`src/rtl/qfs_pkg.sv`:
```
// Shared types and constants for the quoted field splitter.
`default_nettype none

package qfs_pkg;

	localparam logic [7:0] QUOTE_BYTE = 8'h22;
	localparam logic [7:0] SEP_RESET  = 8'd44;

	typedef enum logic [1:0] {
		ERR_NONE     = 2'd0,
		ERR_TOO_LONG = 2'd1,
		ERR_TOO_MANY = 2'd2
	} err_t;

	// Classified input word handed from the front to the back.
	typedef struct packed {
		logic [7:0] data;
		logic       last;
		logic       is_quote;
		logic       is_sep;
	} cmd_t;

	// One result word.
	typedef struct packed {
		logic [7:0] out_char;
		logic       char_valid;
		logic [5:0] field_number;
		logic [7:0] char_position;
		logic       field_done;
		logic       record_done;
		logic [6:0] field_count;
		err_t       error_code;
	} result_t;

endpackage

`default_nettype wire

```
`src/rtl/qfs_fifo.sv`:
```
// Small flop-based first-in first-out queue with full and empty flags.
`default_nettype none

module qfs_fifo #(
	parameter int WIDTH = 8,
	parameter int DEPTH = 4
) (
	input  wire logic             clk,
	input  wire logic             arst_n,
	input  wire logic             wr_en,
	input  wire logic [WIDTH-1:0] wr_data,
	output logic                  full,
	input  wire logic             rd_en,
	output logic      [WIDTH-1:0] rd_data,
	output logic                  empty
);

	localparam int AW = (DEPTH > 1) ? $clog2(DEPTH) : 1;
	localparam int CW = $clog2(DEPTH + 1);

	logic [WIDTH-1:0] mem_q [DEPTH];
	logic [AW-1:0]    wr_ptr_q;
	logic [AW-1:0]    rd_ptr_q;
	logic [CW-1:0]    count_q;
	logic             do_wr;
	logic             do_rd;

	assign full    = (count_q == CW'(DEPTH));
	assign empty   = (count_q == '0);
	assign do_wr   = wr_en && !full;
	assign do_rd   = rd_en && !empty;
	assign rd_data = mem_q[rd_ptr_q];

	function automatic logic [AW-1:0] next_ptr(input logic [AW-1:0] p);
		return (p == AW'(DEPTH - 1)) ? '0 : p + 1'b1;
	endfunction

	always_ff @(posedge clk or negedge arst_n) begin
		if (!arst_n) begin
			wr_ptr_q <= '0;
			rd_ptr_q <= '0;
			count_q  <= '0;
		end else begin
			if (do_wr) wr_ptr_q <= next_ptr(wr_ptr_q);
			if (do_rd) rd_ptr_q <= next_ptr(rd_ptr_q);
			if (do_wr && !do_rd)      count_q <= count_q + 1'b1;
			else if (do_rd && !do_wr) count_q <= count_q - 1'b1;
		end
	end

	always_ff @(posedge clk) begin
		if (do_wr) mem_q[wr_ptr_q] <= wr_data;
	end

endmodule

`default_nettype wire

```
`src/rtl/qfs_front.sv`:
```
// Front end: holds the separator register and classifies each incoming byte.
`default_nettype none

module qfs_front (
	input  wire logic         clk,
	input  wire logic         arst_n,
	input  wire logic         cfg_we,
	input  wire logic [7:0]   cfg_data,
	input  wire logic         push,
	input  wire logic         cmd_full,
	input  wire logic [7:0]   in_byte,
	input  wire logic         last_byte,
	output logic              cmd_push,
	output qfs_pkg::cmd_t     cmd
);
	import qfs_pkg::*;

	logic [7:0] sep_q;

	always_ff @(posedge clk or negedge arst_n) begin
		if (!arst_n) begin
			sep_q <= SEP_RESET;
		end else if (cfg_we) begin
			sep_q <= cfg_data;
		end
	end

	assign cmd_push     = push && !cmd_full;
	assign cmd.data     = in_byte;
	assign cmd.last     = last_byte;
	assign cmd.is_quote = (in_byte == QUOTE_BYTE);
	assign cmd.is_sep   = (in_byte == sep_q);

endmodule

`default_nettype wire

```
`src/rtl/qfs_back.sv`:
```
// Back end: parser state, quote handling, error tracking and result forming.
`default_nettype none

module qfs_back #(
	parameter int MAX_FIELDS    = 64,
	parameter int MAX_FIELD_LEN = 256
) (
	input  wire logic           clk,
	input  wire logic           arst_n,
	input  wire qfs_pkg::cmd_t  cmd,
	input  wire logic           cmd_empty,
	output logic                cmd_pop,
	input  wire logic           res_full,
	output logic                res_push,
	output qfs_pkg::result_t    res
);
	import qfs_pkg::*;

	localparam int FIW = $clog2(MAX_FIELDS);
	localparam int PW  = $clog2(MAX_FIELD_LEN + 1);
	localparam logic [PW-1:0]  LEN_LIM  = PW'(MAX_FIELD_LEN);
	localparam logic [FIW-1:0] IDX_LAST = FIW'(MAX_FIELDS - 1);

	logic           quotes_q, start_q;
	logic [FIW-1:0] idx_q;
	logic [PW-1:0]  pos_q;
	err_t           err_q;

	logic           quotes_n, start_n;
	logic [FIW-1:0] idx_n;
	logic [PW-1:0]  pos_n;
	err_t           err_n;
	logic           store;
	logic           fdone;
	logic           fire;
	logic [FIW-1:0] fnum;

	assign fire     = !cmd_empty && !res_full;
	assign cmd_pop  = fire;
	assign res_push = fire;

	always_comb begin
		quotes_n = quotes_q;
		start_n  = start_q;
		idx_n    = idx_q;
		pos_n    = pos_q;
		err_n    = err_q;
		store    = 1'b0;
		fdone    = 1'b0;
		fnum     = '0;

		if (err_q == ERR_NONE) begin
			if (cmd.is_quote) quotes_n = !quotes_q;
			if (quotes_n) begin
				store   = !cmd.is_quote || !start_q;
				start_n = 1'b0;
			end else if (cmd.is_sep) begin
				if (idx_q == IDX_LAST) begin
					err_n = ERR_TOO_MANY;
				end else if (pos_q >= LEN_LIM) begin
					err_n = ERR_TOO_LONG;
				end else begin
					fdone   = 1'b1;
					fnum    = idx_q;
					idx_n   = idx_q + 1'b1;
					pos_n   = '0;
					start_n = 1'b1;
				end
			end else begin
				store   = !cmd.is_quote;
				start_n = 1'b0;
			end
			// Drop a character that has no room left in its field.
			if (store) begin
				if (pos_q >= LEN_LIM) begin
					err_n = ERR_TOO_LONG;
					store = 1'b0;
				end else begin
					fnum  = idx_q;
					pos_n = pos_q + 1'b1;
				end
			end
		end

		// Close the final field at record end.
		if (cmd.last) begin
			if (err_n == ERR_NONE && pos_n >= LEN_LIM) err_n = ERR_TOO_LONG;
			if (err_n == ERR_NONE) begin
				fdone = 1'b1;
				fnum  = idx_n;
			end
		end
	end

	always_comb begin
		res.out_char      = '0;
		res.char_valid    = 1'b0;
		res.field_number  = '0;
		res.char_position = '0;
		res.field_done    = 1'b0;
		res.field_count   = '0;
		res.record_done   = cmd.last;
		res.error_code    = err_n;
		if (err_n == ERR_NONE) begin
			res.out_char      = store ? cmd.data : 8'd0;
			res.char_valid    = store;
			res.field_number  = 6'(fnum);
			res.char_position = store ? 8'(pos_q) : 8'd0;
			res.field_done    = fdone;
			if (cmd.last) res.field_count = 7'({1'b0, idx_n} + 1'b1);
		end
	end

	always_ff @(posedge clk or negedge arst_n) begin
		if (!arst_n) begin
			quotes_q <= 1'b0;
			start_q  <= 1'b1;
			idx_q    <= '0;
			pos_q    <= '0;
			err_q    <= ERR_NONE;
		end else if (fire) begin
			if (cmd.last) begin
				quotes_q <= 1'b0;
				start_q  <= 1'b1;
				idx_q    <= '0;
				pos_q    <= '0;
				err_q    <= ERR_NONE;
			end else begin
				quotes_q <= quotes_n;
				start_q  <= start_n;
				idx_q    <= idx_n;
				pos_q    <= pos_n;
				err_q    <= err_n;
			end
		end
	end

endmodule

`default_nettype wire

```
`src/rtl/quoted_field_splitter.sv`:
```
// Top level of the quoted field splitter: front, word queue, back, result queue.
// Path: an accepted byte is written into the word queue; the back end reads it from the
//   queue head and writes its result word into the result queue, from which the
//   consumer pops it.
// Throughput: one byte per cycle while neither queue is full; the parser state is registered as each word is popped.
// Reset: arst_n clears the queues and parser state and sets the separator to ','.
`default_nettype none

module quoted_field_splitter #(
	parameter int MAX_FIELDS    = 64,
	parameter int MAX_FIELD_LEN = 256
) (
	input  wire logic       clk,
	input  wire logic       arst_n,
	input  wire logic       cfg_we,
	input  wire logic [7:0] cfg_data,
	input  wire logic       push,
	output logic            full,
	input  wire logic [7:0] in_byte,
	input  wire logic       last_byte,
	output logic            empty,
	input  wire logic       pop,
	output logic [7:0]      out_char,
	output logic            char_valid,
	output logic [5:0]      field_number,
	output logic [7:0]      char_position,
	output logic            field_done,
	output logic            record_done,
	output logic [6:0]      field_count,
	output logic [1:0]      error_code
);
	import qfs_pkg::*;

	localparam int CMD_W   = $bits(cmd_t);
	localparam int RES_W   = $bits(result_t);
	localparam int Q_DEPTH = 4;

	cmd_t    cmd_in, cmd_out;
	result_t res_in, res_out;
	logic    cmd_push, cmd_full, cmd_pop, cmd_empty;
	logic    res_push, res_full;
	logic [CMD_W-1:0] cmd_out_bits;
	logic [RES_W-1:0] res_out_bits;

	// Front: latch the separator and tag each byte as quote and/or separator.
	qfs_front u_front (
		.clk       (clk),
		.arst_n    (arst_n),
		.cfg_we    (cfg_we),
		.cfg_data  (cfg_data),
		.push      (push),
		.cmd_full  (cmd_full),
		.in_byte   (in_byte),
		.last_byte (last_byte),
		.cmd_push  (cmd_push),
		.cmd       (cmd_in)
	);

	assign full = cmd_full;

	// Word queue: decouple byte intake from the parser so each side can stall.
	qfs_fifo #(
		.WIDTH (CMD_W),
		.DEPTH (Q_DEPTH)
	) u_cmd_q (
		.clk     (clk),
		.arst_n  (arst_n),
		.wr_en   (cmd_push),
		.wr_data (cmd_in),
		.full    (cmd_full),
		.rd_en   (cmd_pop),
		.rd_data (cmd_out_bits),
		.empty   (cmd_empty)
	);

	assign cmd_out = cmd_t'(cmd_out_bits);

	// Back: advance the parser one word per cycle whenever a word is waiting and a result slot is free.
	qfs_back #(
		.MAX_FIELDS    (MAX_FIELDS),
		.MAX_FIELD_LEN (MAX_FIELD_LEN)
	) u_back (
		.clk       (clk),
		.arst_n    (arst_n),
		.cmd       (cmd_out),
		.cmd_empty (cmd_empty),
		.cmd_pop   (cmd_pop),
		.res_full  (res_full),
		.res_push  (res_push),
		.res       (res_in)
	);

	// Result queue: hold finished words until the consumer pops them.
	qfs_fifo #(
		.WIDTH (RES_W),
		.DEPTH (Q_DEPTH)
	) u_res_q (
		.clk     (clk),
		.arst_n  (arst_n),
		.wr_en   (res_push),
		.wr_data (res_in),
		.full    (res_full),
		.rd_en   (pop),
		.rd_data (res_out_bits),
		.empty   (empty)
	);

	assign res_out       = result_t'(res_out_bits);
	assign out_char      = res_out.out_char;
	assign char_valid    = res_out.char_valid;
	assign field_number  = res_out.field_number;
	assign char_position = res_out.char_position;
	assign field_done    = res_out.field_done;
	assign record_done   = res_out.record_done;
	assign field_count   = res_out.field_count;
	assign error_code    = res_out.error_code;

endmodule

`default_nettype wire
```
`config.mk`:
```
export PLATFORM = sky130hd
export DESIGN_NAME = quoted_field_splitter
export DESIGN_NICKNAME = d
export VERILOG_FILES = /design/src/rtl/qfs_pkg.sv /design/src/rtl/qfs_fifo.sv /design/src/rtl/qfs_front.sv /design/src/rtl/qfs_back.sv /design/src/rtl/quoted_field_splitter.sv
export SDC_FILE = /design/constraint.sdc
export NUM_CORES = 1
export LEC_CHECK = 0
export ABC_AREA = 0
export BUFFER_PORTS_ARGS = -buffer_cell sky130_fd_sc_hd__buf_2
export CAP_MARGIN = 0
export CELL_PAD_IN_SITES_DETAIL_PLACEMENT = 0
export CELL_PAD_IN_SITES_GLOBAL_PLACEMENT = 1
export CORE_ASPECT_RATIO = 0.75
export CORE_MARGIN = 2
export CORE_UTILIZATION = 40
export CTS_CLUSTER_DIAMETER = 50
export CTS_CLUSTER_SIZE = 30
export DETAILED_ROUTE_END_ITERATION = 10
export PLACE_DENSITY = 0.67
export SYNTH_ARGS = -nofsm -noshare
export SYNTH_HDL_FRONTEND = slang
export SYNTH_SLANG_ARGS = --single-unit
```
`constraint.sdc`:
```
create_clock -name clk -period 3.5 [get_ports clk]
set_clock_uncertainty 0.05 [all_clocks]
set_input_delay 0.7 -clock clk [delete_from_list [all_inputs] [get_ports clk]]
set_output_delay 0.7 -clock clk [all_outputs]
set_load 0.05 [all_outputs]
```
# == Word-level counts from Yosys, hierarchy flattened ==
# Memory sizes are Yosys's and may differ from the RTL's.
# Cells that the tools add are included.
# totals
output_inout_bits,36
inputBits,22
elab_cells,145
ff_bits,41
memories,2
ramBits,180
# op_classes
n_mux,73
reduce_logical,34
order_cmp,2
addsub,11
n_eq_ne,11
# mem_list
memory,depth,width,rd,rd_clocked_by_memory_dff,write_ports,line_no,rtl
u_res_q.mem_q,4,34,1,0,1,qfs_fifo.sv:21,logic [WIDTH-1:0] mem_q [DEPTH];
u_cmd_q.mem_q,4,11,1,0,1,qfs_fifo.sv:21,
# ops
cell,n
6-bit 2-to-1 mux,15
9-bit 2-to-1 mux,8
2-bit 2-to-1 mux,15
1-bit 2-to-1 mux,26
24-bit 2-to-1 mux,1
9-bit greater-or-equal comparator (second input constant),2
8-bit 2-to-1 mux,2
7-bit 2-to-1 mux,2
3-bit 2-to-1 mux,4
1-bit logical AND,11
1-bit zero test,11
9-bit by 1-bit adder with 9-bit output (second input constant),1
2-bit by 1-bit adder with 2-bit output (second input constant),4
2-bit == test (second input constant),4
8-bit by 6-bit == test with 1-bit output (second input constant),1
8-bit == test,1
2-bit zero test,4
4-bit != test (second input constant),2
6-bit by 1-bit adder with 7-bit output (second input constant),1
3-bit by 1-bit adder with 3-bit output (second input constant),2
6-bit by 1-bit adder with 6-bit output (second input constant),1
3-bit == test (second input constant),2
6-bit == test (second input constant),1
3-bit zero test,2
other kinds (5),8

# == Depth between registers and ports, before layout ==
# depth
ltp_word,16
ltp_mapped,11
depth_no_buf,10

# == Hierarchy ==
# Synthesis repeated with hierarchy kept, for this count alone.
# unflattened
cells_unflattened,569
hier_area_um2,9590.4
# modules_own_cells
mod,cells_per_inst,seq_area_each_um2,area_per_inst_um2,instances
qfs_fifo at u_res_q,215,4259.1,5392.7,1
qfs_fifo at u_cmd_q,94,1496.4,2042.0,1
qfs_back,219,476.7,1674.1,1
qfs_front,41,203.9,481.7,1

# == Worst setup path before layout ==
# OpenSTA, ideal clock, no wires.
# synth_timing
path_kind,flip-flop to flip-flop
start,reg u_cmd_q.count_q[0]
end,reg u_cmd_q.count_q[1]
synth_period_minus_slack_ns,3.022
t_required_ns,3.325
path_buffers,1
stages_incl_launch_ff,8
setup_slack_ns,0.478
arrival_time_ns,2.847
setup_time_ns,0.125
cell_sequence,dfrtp_1 > nor3b_1 > nor2b_1 > clkbuf_1 > ha_1 > inv_1 > fa_1 > mux2_2
# synth_between
elab_chain_len,7
word_cells_on_any_way,17
cone_classes,add/sub (2); eq/ne (1); mux (2); reduce/logical (12)
# synth_rtl
item,line_no,rtl
from (decl),qfs_fifo.sv:24,logic [CW-1:0] count_q;
from (signal assigned),qfs_fifo.sv:46,if (do_wr && !do_rd) count_q <= count_q + 1'b1;
from (signal assigned),qfs_fifo.sv:47,else if (do_rd && !do_wr) count_q <= count_q - 1'b1;
3-bit == test *,qfs_fifo.sv:28,assign full = (count_q == CW'(DEPTH));
via full,quoted_field_splitter.sv:18,"output logic full,"
1-bit zero test *,"qfs_fifo.sv:30, qfs_front.sv:28",
1-bit logical AND,qfs_front.sv:28,assign cmd_push = push && !cmd_full;
1-bit logical AND *,qfs_fifo.sv:30,assign do_wr = wr_en && !full;
via u_cmd_q.do_wr,qfs_fifo.sv:25,logic do_wr;
1-bit zero test,qfs_fifo.sv:47,
1-bit logical AND,qfs_fifo.sv:47,
2-bit nonzero test (no source line),n/a,
# The timed path passes the listed nets; every way through them passes the cells marked *. The select of a mux whose other input is x is not followed.
# A chain may end at the register's enable or synchronous reset.

==> flow_metrics.env <==
export IMPL_outcome="finished clean"
export IMPL_setup_viol=0
export IMPL_wl_met1_um=9280
export IMPL_end_kind="register"
export IMPL_via_per_inst=5.42
export IMPL_synth_edf_count=180
export IMPL_numClockSinks=221
export IMPL_gr_total_overflow=0
export IMPL_ys_seq_area_share_pct=67.6
export IMPL_cts_resized=0
export IMPL_synth_area_leaders="edfxtp_1 (57%), mux4_2 (10%), dfrtp_1 (9.7%)"
export IMPL_clock_root_buffer="clkbuf_16"
export IMPL_htree_levels=1
export IMPL_synth_area_mm2=0.00952
export IMPL_maxSlewViolCount=0
export IMPL_hold_worst_slack_ns=0.317
export IMPL_firstDrtPassIters=5
export IMPL_crit_fanout=9
export IMPL_grt_pass1_wl_um=30900
export IMPL_cp_start_kind="register"
export IMPL_cp_slowest_cell="dfrtp_1"
export IMPL_vias=5216
export IMPL_drive_above_1_share_pct=27.9
export IMPL_grt_max_degree=42
export IMPL_grt_usage_pct=16.0
export IMPL_rsz0062_at_grt="no"
export IMPL_clockBufferDepth=3
export IMPL_crit_path_cell_trace="buf_4 > mux2_2 > o21ai_0 > inv_1 > a2111o_1 > a211oi_1 > and2_1 > nand4_1 > o211ai_1"
export IMPL_clk_pin_slew_worst_paths_ns=0.07
export IMPL_syn_inst=580
export IMPL_initial_utilization_pct=41.1
export IMPL_relSlewSlack_pct=31.7
export IMPL_fin_crit_ns=3.23
export IMPL_dp_hpwl_um=12700
export IMPL_drc_errors=0
export IMPL_finalNetCount=690
export IMPL_n_fill_cell=1990
export IMPL_tns_ns=0
export IMPL_drt_iter0_drc=400
export IMPL_post_drt_wl_per_cell_um=20.1
export IMPL_worstMarginPinSlew_ns=1.02
export IMPL_post_cts_buffers=0
export IMPL_synth_cell_types=65
export IMPL_required_ns=3.87
export IMPL_ant_nets=0
export IMPL_dieArea_mm2=0.0251
export IMPL_timing_final_crit_share_pct=92.4
export IMPL_core_rowCount=48
export IMPL_antennaDiodeCount=0
export IMPL_final_cell_mix="edfxtp_1 (180), buf_2 (57), mux4_2 (44)"
export IMPL_syn_nets=621
export IMPL_critPathKind="register to register"
export IMPL_ioPinCount=58
export IMPL_synthToLayoutAreaGrowth_pct=14.9
export IMPL_cts_inserted_buffers=20
export IMPL_top_layer="met4"
export IMPL_synth_seq_cells=221
export IMPL_final_area_mm2=0.0109
export IMPL_clock_latency_ns=0.50
export IMPL_fin_cells=963
export IMPL_max_stage_delay_ns=0.60
export IMPL_die_w_um=182
export IMPL_yosys_area_top_type="edfxtp_1"
export IMPL_ys_async_sr_fraction_pct=18.6
export IMPL_coreArea_mm2=0.0232
export IMPL_dp_cells=927
export IMPL_grt_pass1_vias=5390
export IMPL_cap_violations=0
export IMPL_cts_hold_buf=0
export IMPL_synth_main_ff_cell="edfxtp_1"
export IMPL_wl_met3_um=843
export IMPL_min_path_type="input port to asynchronous set/reset pin"
export IMPL_syn_avg_cell_area_um2=16.4
export IMPL_port_buffers=57
export IMPL_fmax_mhz=309
export IMPL_final_common_cell="edfxtp_1"
export IMPL_antenna_found_initial=0
export IMPL_drt_wl_total_um=19400
export IMPL_finalHoldViolCount=0
export IMPL_synth_top_area_share_pct=56.8
export IMPL_place_area_mm2=0.0102
export IMPL_arrival_ns=3.60
export IMPL_place_gp_congestion=0.808
export IMPL_cts_tree="yes"
export IMPL_dr_wl_met2_um=8880
export IMPL_die_h_um=138
export IMPL_ys_warn_count=0
## synthesized netlist by cell type (13+ instances only)
library cell and count:
inv_1 23, edfxtp_1 180, mux4_2 44, o21ai_0 15, mux2_2 15, clkbuf_1 17, nor2_1 27, nand3_1 13
ha_1 17, dfrtp_1 37, nand2_1 29, a21oi_1 15
## worst paths after layout
| kind | from | to | slack [ns] | depth (start not counted) |
|---|---|---|---|---|
| setup / recovery | u_cmd_q.rd_ptr_q[1]$_DFFE_PN0P_ | u_back.pos_q[4]$_DFFE_PN0P_ | 0.27 | 9 |
| hold / removal | arst_n | u_front.sep_q[1]$_DFFE_PN0P_ | 0.32 | 1 |
| setup reg to reg | u_cmd_q.rd_ptr_q[1]$_DFFE_PN0P_ | u_back.pos_q[4]$_DFFE_PN0P_ | 0.27 | 9 |
| hold reg to reg | u_cmd_q.count_q[2]$_DFFE_PN0P_ | u_cmd_q.count_q[2]$_DFFE_PN0P_ | 0.46 | 1 |
| max in group asynchronous | arst_n | u_res_q.rd_ptr_q[0]$_DFFE_PN0P_ | 2.36 | 1 |
| min in group clk | last_byte | u_cmd_q.mem_q[1][2]$_DFFE_PP_ | 0.37 | 1 |
## state kept, by name (all words and copies together), names as in the netlist
register and count:
u_back.pos_q 9, u_res_q.rd_ptr_q 2, u_back.quotes_q 1, u_front.sep_q 8, u_cmd_q.rd_ptr_q 2, u_res_q.mem_q 136
u_back.err_q 2, u_cmd_q.wr_ptr_q 2, u_back.idx_q 6, u_cmd_q.count_q 3, u_cmd_q.mem_q 44, u_res_q.wr_ptr_q 2
u_res_q.count_q 3, u_back.start_q 1
## layer usage
metal | vias up | global-route usage (%)
li1 | 2403 | -
met1 | 2657 | 23.5
met2 | 131 | 25.7
met3 | 25 | 2.38
met4 | 0 | 3.76
met5 | - | 0
## metrics by stage
step           setup slack (ns)  utilization, %
6_report                  0.267            47.2
5_1_grt                  0.0211            47.2
4_1_cts                   0.267            47.2
3_5_place_dp              0.283            44.0
3_3_place_gp              0.457            44.0
2_1_floorplan             0.478               -
## cell families after synthesis
group	Yosys count	share of synthesized area, %
flops	221	67.6
simple gates	129	7.16
compound gates	79	5.78
mux	65	12.8
buf+inv	50	2.12
fa+ha+maj	19	2.66
xor+xnor	17	1.84
## cell type report
type	instances	area (um^2)	share of cell area [%]
inverters	24	90.1	0.824
repair buffers	73	418	3.82
flip-flops and latches	221	6440	58.8
multi-input cells	309	2880	26.3
clock inverters	15	213	1.94
well taps	300	375	3.43
clock buffers	21	526	4.80
## critical path, delay by kind of cell (launching register included)
| kind | cells | cell delay [ns] |
|---|---|---|
| AO/OA/AOI/OAI | 4 | 1.33 |
| buffers and inverters | 2 | 0.47 |
| flip-flops | 1 | 0.60 |
| multiplexers | 1 | 0.34 |
| AND/OR/NAND/NOR | 2 | 0.37 |
Power is left out: the tool's default activity adds up to more than one toggle a clock period on the data nets, which glitch-free logic cannot reach.
